$ cat src/design/owb_pkg.sv
// One-wire bus master package: beat types, configuration register indexes
// and reset values, command and phase codes. Depends on nothing.
package owb_pkg;

	localparam int NUM_REGS = 8;
	localparam int REG_BITS = 16;

	// configuration register indexes
	localparam logic [2:0] REG_RESET_LOW      = 3'd0;
	localparam logic [2:0] REG_PRESENCE_WAIT  = 3'd1;
	localparam logic [2:0] REG_RESET_TAIL     = 3'd2;
	localparam logic [2:0] REG_WRITE_ONE_LOW  = 3'd3;
	localparam logic [2:0] REG_WRITE_ONE_TAIL = 3'd4;
	localparam logic [2:0] REG_WRITE_ZERO_LOW = 3'd5;
	localparam logic [2:0] REG_READ_LOW       = 3'd6;
	localparam logic [2:0] REG_READ_TAIL      = 3'd7;

	// reset values of the configuration registers
	localparam logic [REG_BITS-1:0] RESET_LOW_DEF      = 16'd500;
	localparam logic [REG_BITS-1:0] PRESENCE_WAIT_DEF  = 16'd65;
	localparam logic [REG_BITS-1:0] RESET_TAIL_DEF     = 16'd400;
	localparam logic [REG_BITS-1:0] WRITE_ONE_LOW_DEF  = 16'd1;
	localparam logic [REG_BITS-1:0] WRITE_ONE_TAIL_DEF = 16'd60;
	localparam logic [REG_BITS-1:0] WRITE_ZERO_LOW_DEF = 16'd60;
	localparam logic [REG_BITS-1:0] READ_LOW_DEF       = 16'd2;
	localparam logic [REG_BITS-1:0] READ_TAIL_DEF      = 16'd60;

	// command codes
	localparam logic [1:0] KIND_NONE  = 2'd0;
	localparam logic [1:0] KIND_RESET = 2'd1;
	localparam logic [1:0] KIND_WRITE = 2'd2;
	localparam logic [1:0] KIND_READ  = 2'd3;

	// sequencer phases
	localparam logic [2:0] PH_IDLE       = 3'd0;
	localparam logic [2:0] PH_RST_LOW    = 3'd1;
	localparam logic [2:0] PH_RST_WAIT   = 3'd2;
	localparam logic [2:0] PH_RST_SAMPLE = 3'd3;
	localparam logic [2:0] PH_RST_TAIL   = 3'd4;
	localparam logic [2:0] PH_BIT_LOW    = 3'd5;
	localparam logic [2:0] PH_BIT_SAMPLE = 3'd6;
	localparam logic [2:0] PH_BIT_TAIL   = 3'd7;

	typedef logic [NUM_REGS-1:0][REG_BITS-1:0] cfg_regs_t;

	typedef struct packed {
		logic [1:0] kind;
		logic [7:0] write_data;
		logic       bus_level;
	} in_item_t;

	typedef struct packed {
		logic       drive_low;
		logic       busy_res;
		logic       done_res;
		logic       presence;
		logic [7:0] read_data;
	} out_item_t;

endpackage

$ cat src/design/owb_engine.sv
// Bus sequencer of the one-wire master: phase state, timer, shift registers
// and the per-tick result. Depends on owb_pkg.
module owb_engine
	import owb_pkg::*;
#(
	parameter int TIMER_BITS = 16
) (
	input  logic      clk,
	input  logic      arst_n,
	input  logic      step,
	input  in_item_t  item,
	input  cfg_regs_t regs,
	output out_item_t result,
	output logic      busy
);

	logic [2:0]            phase_q;
	logic [TIMER_BITS-1:0] timer_q;
	logic [2:0]            bit_count_q;
	logic [7:0]            send_q;
	logic [7:0]            recv_q;
	logic                  presence_q;
	logic                  reading_q;
	logic [7:0]            held_read_q;

	logic [2:0]            ph_n;
	logic [TIMER_BITS-1:0] tmr_n;
	logic [2:0]            bc_n;
	logic [7:0]            ss_n;
	logic [7:0]            rs_n;
	logic                  pf_n;
	logic                  rd_n;
	logic [7:0]            hr_n;
	logic                  drive;
	logic                  done;
	logic                  next_bit;
	logic                  tail_req;
	logic [REG_BITS-1:0]   tail_len;
	logic                  expired;

	// Length cut to the timer width, zero-extended when the timer is wider.
	function automatic logic [TIMER_BITS-1:0] cut(input logic [REG_BITS-1:0] v);
		logic [TIMER_BITS+REG_BITS-1:0] wide;
		wide = {{TIMER_BITS{1'b0}}, v};
		return wide[TIMER_BITS-1:0];
	endfunction

	// A low or wait phase of length zero still lasts one tick.
	function automatic logic [TIMER_BITS-1:0] len_min1(input logic [REG_BITS-1:0] v);
		logic [TIMER_BITS-1:0] t;
		t = cut(v);
		return (t == '0) ? TIMER_BITS'(1) : t;
	endfunction

	always_comb begin
		ph_n     = phase_q;
		tmr_n    = timer_q;
		bc_n     = bit_count_q;
		ss_n     = send_q;
		rs_n     = recv_q;
		pf_n     = presence_q;
		rd_n     = reading_q;
		hr_n     = held_read_q;
		drive    = 1'b0;
		done     = 1'b0;
		next_bit = 1'b0;
		tail_req = 1'b0;
		tail_len = '0;

		// command start, only from idle
		if (phase_q == PH_IDLE && item.kind != KIND_NONE) begin
			bc_n = '0;
			if (item.kind == KIND_RESET) begin
				ph_n  = PH_RST_LOW;
				tmr_n = len_min1(regs[REG_RESET_LOW]);
			end else begin
				rd_n  = (item.kind == KIND_READ);
				ss_n  = rd_n ? 8'd0 : item.write_data;
				rs_n  = '0;
				ph_n  = PH_BIT_LOW;
				if (rd_n)
					tmr_n = len_min1(regs[REG_READ_LOW]);
				else if (ss_n[0])
					tmr_n = len_min1(regs[REG_WRITE_ONE_LOW]);
				else
					tmr_n = len_min1(regs[REG_WRITE_ZERO_LOW]);
			end
		end

		expired = (tmr_n == TIMER_BITS'(1));

		case (ph_n)
			PH_IDLE: begin
			end
			PH_RST_LOW: begin
				drive = 1'b1;
				tmr_n = tmr_n - TIMER_BITS'(1);
				if (expired) begin
					ph_n  = PH_RST_WAIT;
					tmr_n = len_min1(regs[REG_PRESENCE_WAIT]);
				end
			end
			PH_RST_WAIT: begin
				tmr_n = tmr_n - TIMER_BITS'(1);
				if (expired)
					ph_n = PH_RST_SAMPLE;
			end
			PH_RST_SAMPLE: begin
				pf_n  = ~item.bus_level;
				tmr_n = cut(regs[REG_RESET_TAIL]);
				if (tmr_n == '0) begin
					ph_n = PH_IDLE;
					done = 1'b1;
				end else begin
					ph_n = PH_RST_TAIL;
				end
			end
			PH_RST_TAIL: begin
				tmr_n = tmr_n - TIMER_BITS'(1);
				if (expired) begin
					ph_n = PH_IDLE;
					done = 1'b1;
				end
			end
			PH_BIT_LOW: begin
				drive = 1'b1;
				tmr_n = tmr_n - TIMER_BITS'(1);
				if (expired) begin
					if (rd_n) begin
						ph_n = PH_BIT_SAMPLE;
					end else if (ss_n[0]) begin
						tail_req = 1'b1;
						tail_len = regs[REG_WRITE_ONE_TAIL];
					end else begin
						next_bit = 1'b1;
					end
				end
			end
			PH_BIT_SAMPLE: begin
				rs_n     = {item.bus_level, rs_n[7:1]};
				tail_req = 1'b1;
				tail_len = regs[REG_READ_TAIL];
			end
			default: begin
				tmr_n = tmr_n - TIMER_BITS'(1);
				if (expired)
					next_bit = 1'b1;
			end
		endcase

		// a zero tail is skipped straight to the next bit
		if (tail_req) begin
			if (cut(tail_len) == '0) begin
				next_bit = 1'b1;
			end else begin
				ph_n  = PH_BIT_TAIL;
				tmr_n = cut(tail_len);
			end
		end

		if (next_bit) begin
			if (bc_n == 3'd7) begin
				ph_n = PH_IDLE;
				bc_n = '0;
				if (rd_n)
					hr_n = rs_n;
				done = 1'b1;
			end else begin
				bc_n = bc_n + 3'd1;
				ss_n = {1'b0, ss_n[7:1]};
				ph_n = PH_BIT_LOW;
				if (rd_n)
					tmr_n = len_min1(regs[REG_READ_LOW]);
				else if (ss_n[0])
					tmr_n = len_min1(regs[REG_WRITE_ONE_LOW]);
				else
					tmr_n = len_min1(regs[REG_WRITE_ZERO_LOW]);
			end
		end
	end

	always_ff @(posedge clk or negedge arst_n) begin
		if (!arst_n) begin
			phase_q     <= PH_IDLE;
			timer_q     <= '0;
			bit_count_q <= '0;
			send_q      <= '0;
			recv_q      <= '0;
			presence_q  <= 1'b0;
			reading_q   <= 1'b0;
			held_read_q <= '0;
		end else if (step) begin
			phase_q     <= ph_n;
			timer_q     <= tmr_n;
			bit_count_q <= bc_n;
			send_q      <= ss_n;
			recv_q      <= rs_n;
			presence_q  <= pf_n;
			reading_q   <= rd_n;
			held_read_q <= hr_n;
		end
	end

	// The busy flag of a tick covers the accepting tick as well.
	assign result.drive_low = drive;
	assign result.busy_res  = (phase_q != PH_IDLE) || (item.kind != KIND_NONE);
	assign result.done_res  = done;
	assign result.presence  = pf_n;
	assign result.read_data = hr_n;
	assign busy             = (phase_q != PH_IDLE);

endmodule

$ cat src/design/one_wire_bus_master.sv
// Top level of the one-wire bus master: input register, configuration
// registers, sequencer instance and a two-entry result buffer.
// Depends on owb_pkg and owb_engine.

// One input beat is one microsecond tick of the bus; it carries the sampled
// line level and an optional command (reset, write byte, read byte), and
// each tick yields exactly one result beat with the drive level and status.
// The block takes one tick in every clock cycle while in_stall is low. A
// beat is first captured in an input register; once the buffer has a free
// entry the sequencer works out the tick in one pass of short logic and the
// result is written into a two-entry buffer that drives the output. The
// buffer lets a new tick be accepted while an earlier result still waits;
// only when both buffer entries are held and the input register is full
// does in_stall rise. Commands that arrive while a command is running are
// ignored. The eight 16-bit timing registers are written through the plain
// write port and must only be changed while the master is idle and all
// results have drained. TIMER_BITS sets the phase timer width; every timing
// value is cut to that many bits when it is loaded.
module one_wire_bus_master
	import owb_pkg::*;
#(
	parameter int TIMER_BITS = 16
) (
	input  logic                clk,
	input  logic                arst_n,
	input  logic                in_valid,
	output logic                in_stall,
	input  in_item_t            in_data,
	output logic                out_valid,
	input  logic                out_stall,
	output out_item_t           out_data,
	input  logic                cfg_wr_en,
	input  logic [2:0]          cfg_index,
	input  logic [REG_BITS-1:0] cfg_data
);

	cfg_regs_t regs_q;

	// input register stage
	logic     valid_s1;
	in_item_t item_s1;

	// result buffer: two entries, circular
	out_item_t fifo_q [2];
	logic      rd_ptr_q;
	logic      wr_ptr_q;
	logic [1:0] count_q;

	logic      in_take;
	logic      out_take;
	logic      advance;
	logic      eng_busy;
	out_item_t result;

	// The stage moves on whenever the buffer has a free entry; this is a
	// registered condition so the output stall never reaches the input.
	assign advance  = valid_s1 && (count_q != 2'd2);
	assign in_stall = valid_s1 && !advance;
	assign in_take  = in_valid && !in_stall;
	assign out_take = out_valid && !out_stall;

	always_ff @(posedge clk or negedge arst_n) begin
		if (!arst_n) begin
			regs_q[REG_RESET_LOW]      <= RESET_LOW_DEF;
			regs_q[REG_PRESENCE_WAIT]  <= PRESENCE_WAIT_DEF;
			regs_q[REG_RESET_TAIL]     <= RESET_TAIL_DEF;
			regs_q[REG_WRITE_ONE_LOW]  <= WRITE_ONE_LOW_DEF;
			regs_q[REG_WRITE_ONE_TAIL] <= WRITE_ONE_TAIL_DEF;
			regs_q[REG_WRITE_ZERO_LOW] <= WRITE_ZERO_LOW_DEF;
			regs_q[REG_READ_LOW]       <= READ_LOW_DEF;
			regs_q[REG_READ_TAIL]      <= READ_TAIL_DEF;
		end else if (cfg_wr_en) begin
			regs_q[cfg_index] <= cfg_data;
		end
	end

	always_ff @(posedge clk or negedge arst_n) begin
		if (!arst_n) begin
			valid_s1 <= 1'b0;
		end else if (in_take) begin
			valid_s1 <= 1'b1;
		end else if (advance) begin
			valid_s1 <= 1'b0;
		end
	end

	always_ff @(posedge clk) begin
		if (in_take)
			item_s1 <= in_data;
	end

	owb_engine #(
		.TIMER_BITS(TIMER_BITS)
	) u_engine (
		.clk    (clk),
		.arst_n (arst_n),
		.step   (advance),
		.item   (item_s1),
		.regs   (regs_q),
		.result (result),
		.busy   (eng_busy)
	);

	always_ff @(posedge clk or negedge arst_n) begin
		if (!arst_n) begin
			rd_ptr_q <= 1'b0;
			wr_ptr_q <= 1'b0;
			count_q  <= '0;
		end else begin
			if (advance)
				wr_ptr_q <= ~wr_ptr_q;
			if (out_take)
				rd_ptr_q <= ~rd_ptr_q;
			if (advance && !out_take)
				count_q <= count_q + 2'd1;
			else if (!advance && out_take)
				count_q <= count_q - 2'd1;
		end
	end

	always_ff @(posedge clk) begin
		if (advance)
			fifo_q[wr_ptr_q] <= result;
	end

	assign out_valid = (count_q != 2'd0);
	assign out_data  = fifo_q[rd_ptr_q];

	// The buffer never holds more than two results.
	assert property (@(posedge clk) disable iff (!arst_n) count_q <= 2'd2)
		else $error("result buffer overfilled");

	// A tick that completes a command or drives the line is a busy tick.
	assert property (@(posedge clk) disable iff (!arst_n)
		advance && (result.done_res || result.drive_low) |-> result.busy_res)
		else $error("done or drive outside a command");

	// A result pushed without a pop grows the buffer by exactly one.
	assert property (@(posedge clk) disable iff (!arst_n)
		advance && !out_take |=> count_q == $past(count_q) + 2'd1)
		else $error("result buffer count slipped");

	// The sequencer only leaves idle when a tick is processed.
	assert property (@(posedge clk) disable iff (!arst_n)
		!advance && !eng_busy |=> !eng_busy)
		else $error("sequencer started without a tick");

endmodule

$ cat config.mk
export PLATFORM = sky130hd
export DESIGN_NAME = one_wire_bus_master
export DESIGN_NICKNAME = d
export VERILOG_FILES = /design/src/design/owb_pkg.sv /design/src/design/owb_engine.sv /design/src/design/one_wire_bus_master.sv
export SDC_FILE = /design/constraint.sdc
export NUM_CORES = 1
export LEC_CHECK = 0
export CAP_MARGIN = 40
export CORE_MARGIN = 2
export CORE_UTILIZATION = 35
export CTS_BUF_LIST = sky130_fd_sc_hd__clkbuf_8
export DETAILED_ROUTE_END_ITERATION = 16
export DONT_BUFFER_PORTS = 1
export GPL_TIMING_DRIVEN = 1
export HOLD_SLACK_MARGIN = 0.15
export REMOVE_ABC_BUFFERS = 1
export SLEW_MARGIN = 40
export SYNTH_ARGS = -nofsm -noshare
export SYNTH_HDL_FRONTEND = slang
export SYNTH_HIERARCHICAL = 1
export SYNTH_SLANG_ARGS = --single-unit
export TNS_END_PERCENT = 100
$ cat constraint.sdc
create_clock -name clk -period 6.76 [get_ports clk]
set_input_delay 1.014 -clock clk [delete_from_list [all_inputs] [get_ports clk]]
set_output_delay 1.014 -clock clk [all_outputs]
set_load 0.02 [all_outputs]
==> impl_metrics.py <==
metrics = {
    "outcome": {
        "outcome": "finished clean",
    },
    "clocking": {
        "clock_path_buffers": 3,
        "cts_setup_buffers": 0,
        "h-tree-depth": 2,
        "clock_latency_ns": 0.56,
        "cts_buffers": 39,
        "clkTransAtPathRegs_ns": 0.07,
        "cts_tree": "built",
        "cts-root-buf": "clkbuf_8",
        "clkSinkCount": 216,
    },
    "power": {
        "p_sw_mw": 1.850,
        "irDropWorstVdd_mv": 0.2016,
        "power.density_nw_per_um2": 385.0,
        "power_frac_seq_pct": 40.0,
        "leakagePower_nw": 5.238,
        "p_clk_share_pct": 25.1,
        "power.share.combinational_pct": 34.9,
        "swShare_pct": 37.86,
        "p_int_mw": 3.037,
    },
    "sta": {
        "min_period_over_period_pct": 71.52,
        "finalSetupViolCount": 0,
        "rsz0062_at_grt": "no",
        "period_minus_slack_ns": 4.835,
        "fin_worst_skew_ns": 0.03043,
        "maxSlewHeadroom_pct": 43.92,
        "finalHoldViolCount": 0,
        "worstMarginPinSlew_ns": 0.8412,
        "fmax_mhz": 206.8,
        "setup_tns_ns": 0,
        "slew_viol_final": 0,
        "hold_slack_ns": 0.1824,
    },
    "yosys": {
        "ys_ff_latch": 216,
        "synth_warnings": 6,
        "yosys.area.top_type": "dfrtp_1",
        "synthFlopType": "dfrtp_1",
        "netlist.area_leader.share_pct": 34.01,
        "netlist_instances": 980,
        "avgSynthCellArea_sq_um": 11.71,
        "ys_top_cells_by_area": "dfrtp_1, mux2_2, edfxtp_1, mux2i_1, dfstp_2",
        "seq_area_frac_synth_pct": 48.89,
        "yosys-top-cells-count": "dfrtp_1, mux2_2, mux2i_1",
        "synth_edf_count": 35,
        "async_flop_share_pct": 83.80,
        "yosysMostFrequentCell": "dfrtp_1",
        "yosysUniqueCellTypes": 81,
        "netlist_area_sq_um": 11480,
    },
    "setup_path": {
        "end_kind": "register",
        "critPathRequiredTime_ns": 7.16,
        "setup.worst_path.start_class": "register",
        "path_class": "register to register",
        "crit_fanout": 19,
        "arrival_ns": 5.23,
    },
    "global_route": {
        "grt_pass1_vias": 8032,
        "grt-ovfl-total": 0,
        "grt_usage_pct": 19.28,
        "antenna_found_initial": 1,
        "grt_pass1_wl_microns": 49780,
        "grt_max_degree": 134,
    },
    "floorplan": {
        "core-area_sq_um": 32450,
        "start_util_pct": 35.37,
        "die-area_sq_um": 34260,
        "core.rowCount": 66,
        "fp.dieH_microns": 185.1,
        "ios": 49,
        "die_x_microns": 185.1,
    },
    "layout": {
        "final_nets": 1020,
        "areaGrowthSynthToFinish_pct": 10.57,
        "final_area_sq_um": 12690,
        "fillers": 3157,
        "fin_util_pct": 39.11,
        "antenna_cells": 0,
        "layout.cells.non_filler": 1453,
        "layout-drive-gt1-share_pct": 27.30,
    },
    "route": {
        "drcViolationCount": 0,
        "drtIter0Drc": 679,
        "vias_per_cell": 5.630,
        "postRouteWirelength_microns": 32620,
        "ant_nets": 0,
        "vias": 8180,
        "wire_per_inst_microns": 22.45,
        "firstDrtPassIters": 5,
    },
    "hold_path": {
        "hold_class": "input pin to asynchronous set/reset pin",
    },
    "placement": {
        "dp_cells": 1374,
        "hpwl_microns": 22640,
        "place_area_sq_um": 11820,
        "portBuffers": 0,
        "gp_congestion": 0.9202,
    },
    "run": {
        "cap_violations": 0,
    },
}
[cell families after synthesis]
kind of cell	synth area share (%)
and+or+nand+nor	12.20
DFF	48.89
muxes	20.39
AOI/OAI and AO/OA	12.99
buffers and inverters	3.532
xor gates and xnor gates	1.450
adders and majority gates	0.5450
[what timing repair did]
item                                   CTS  global route
endpoints found under the hold margin   41             6
hold buffers                             2             2
resized for setup                        0             0
[cell type report]
type | count | area, sq um | area share, %
clock buffer | 44 | 605.6 | 4.771
clock inverter | 28 | 172.7 | 1.360
inverter | 12 | 45.04 | 0.3549
multi-input combinational | 690 | 5490 | 43.26
sequential | 216 | 5612 | 44.21
tap | 442 | 553.0 | 4.357
timing repair buffer | 21 | 214.0 | 1.686
[sequential cells by signal, summed over array words and instances (netlist names)]
register,count
regs_q,128
valid_s1,1
wr_ptr_q,1
fifo_q,24
u_engine/reading_q,1
u_engine/recv_q,8
u_engine/phase_q,3
rd_ptr_q,1
u_engine/send_q,8
count_q,2
u_engine/presence_q,1
u_engine/timer_q,16
item_s1,11
u_engine/held_read_q,8
u_engine/bit_count_q,3
[power groups by stage]
stage / sequential, mW / combinational (mW) / clock [mW]
final: 1.96 / 1.70 / 1.23
after global routing: 2.00 / 1.83 / 1.32
after CTS: 1.95 / 1.69 / 1.27
after detailed placement: 1.97 / 1.67 / 0
after global placement: 1.97 / 1.65 / 0
after floorplan: 1.88 / 1.25 / 0
[metal layers]
layer | up-vias | wire length [microns] | GRT usage, % | part of all wire, %
li1 | 3707 | - | - | -
met1 | 4105 | 14770 | 26.09 | 45
met2 | 285 | 14600 | 30.05 | 45
met3 | 83 | 1898 | 3.755 | 5.8
met4 | 0 | 1361 | 8.413 | 4.2
met5 | - | 0 | 0 | 0
[critical path, cell delays in order, from the launching register on]
cell and delay [ns]:
dfrtp_1 0.55, nor3_2 0.70, inv_2 0.17, nor2_8 0.39, mux2i_1 0.44, nand4_1 0.32, nor4_4 0.58, buf_4 0.26
a21o_1 0.23, nand2b_1 0.49, a211oi_1 0.42, a221oi_2 0.10
[worst paths after layout]
check | from | endpoint | slack [ns] | depth (start not counted)
min in group clk | u_engine/held_read_q[5]$_DFFE_PN0P_ | u_engine/held_read_q[5]$_DFFE_PN0P_ | 0.48 | 2
worst max-delay path | u_engine/phase_q[1]$_DFFE_PN0P_ | u_engine/timer_q[0]$_DFFE_PN0P_ | 1.93 | 11
worst max register to register | u_engine/phase_q[1]$_DFFE_PN0P_ | u_engine/timer_q[0]$_DFFE_PN0P_ | 1.93 | 11
worst min register to register | u_engine/held_read_q[5]$_DFFE_PN0P_ | u_engine/held_read_q[5]$_DFFE_PN0P_ | 0.48 | 2
worst min-delay path | arst_n | u_engine/send_q[5]$_DFFE_PN0P_ | 0.18 | 0
max in group asynchronous | arst_n | regs_q[49]$_DFFE_PN0P_ | 5.36 | 1
[per-stage QoR]
step                      setup WS (ns)  total power, mW
after floorplan                   2.130            3.131
after global placement            2.112            3.615
after detailed placement          1.938            3.640
after CTS                         1.881            4.904
after global routing              1.623            5.149
final                             1.925            4.887
[layout by cell type, fill, tap and decap left out, drive strengths merged, types with 14 or more instances in the layout]
cell type	netlist	layout
a211oi	18	18
a21oi	39	39
a22o	14	14
buf	35	17
clkbuf	27	45
dfrtp	156	156
dfstp	25	25
edfxtp	35	35
inv	12	28
mux2	146	146
mux2i	68	68
nand2	64	64
nand3	21	21
nor2	55	55
nor4	29	29
o21ai	41	41
o2bb2ai	14	14
xnor2	14	14
Note: power is estimated with default switching activity, not from simulation.
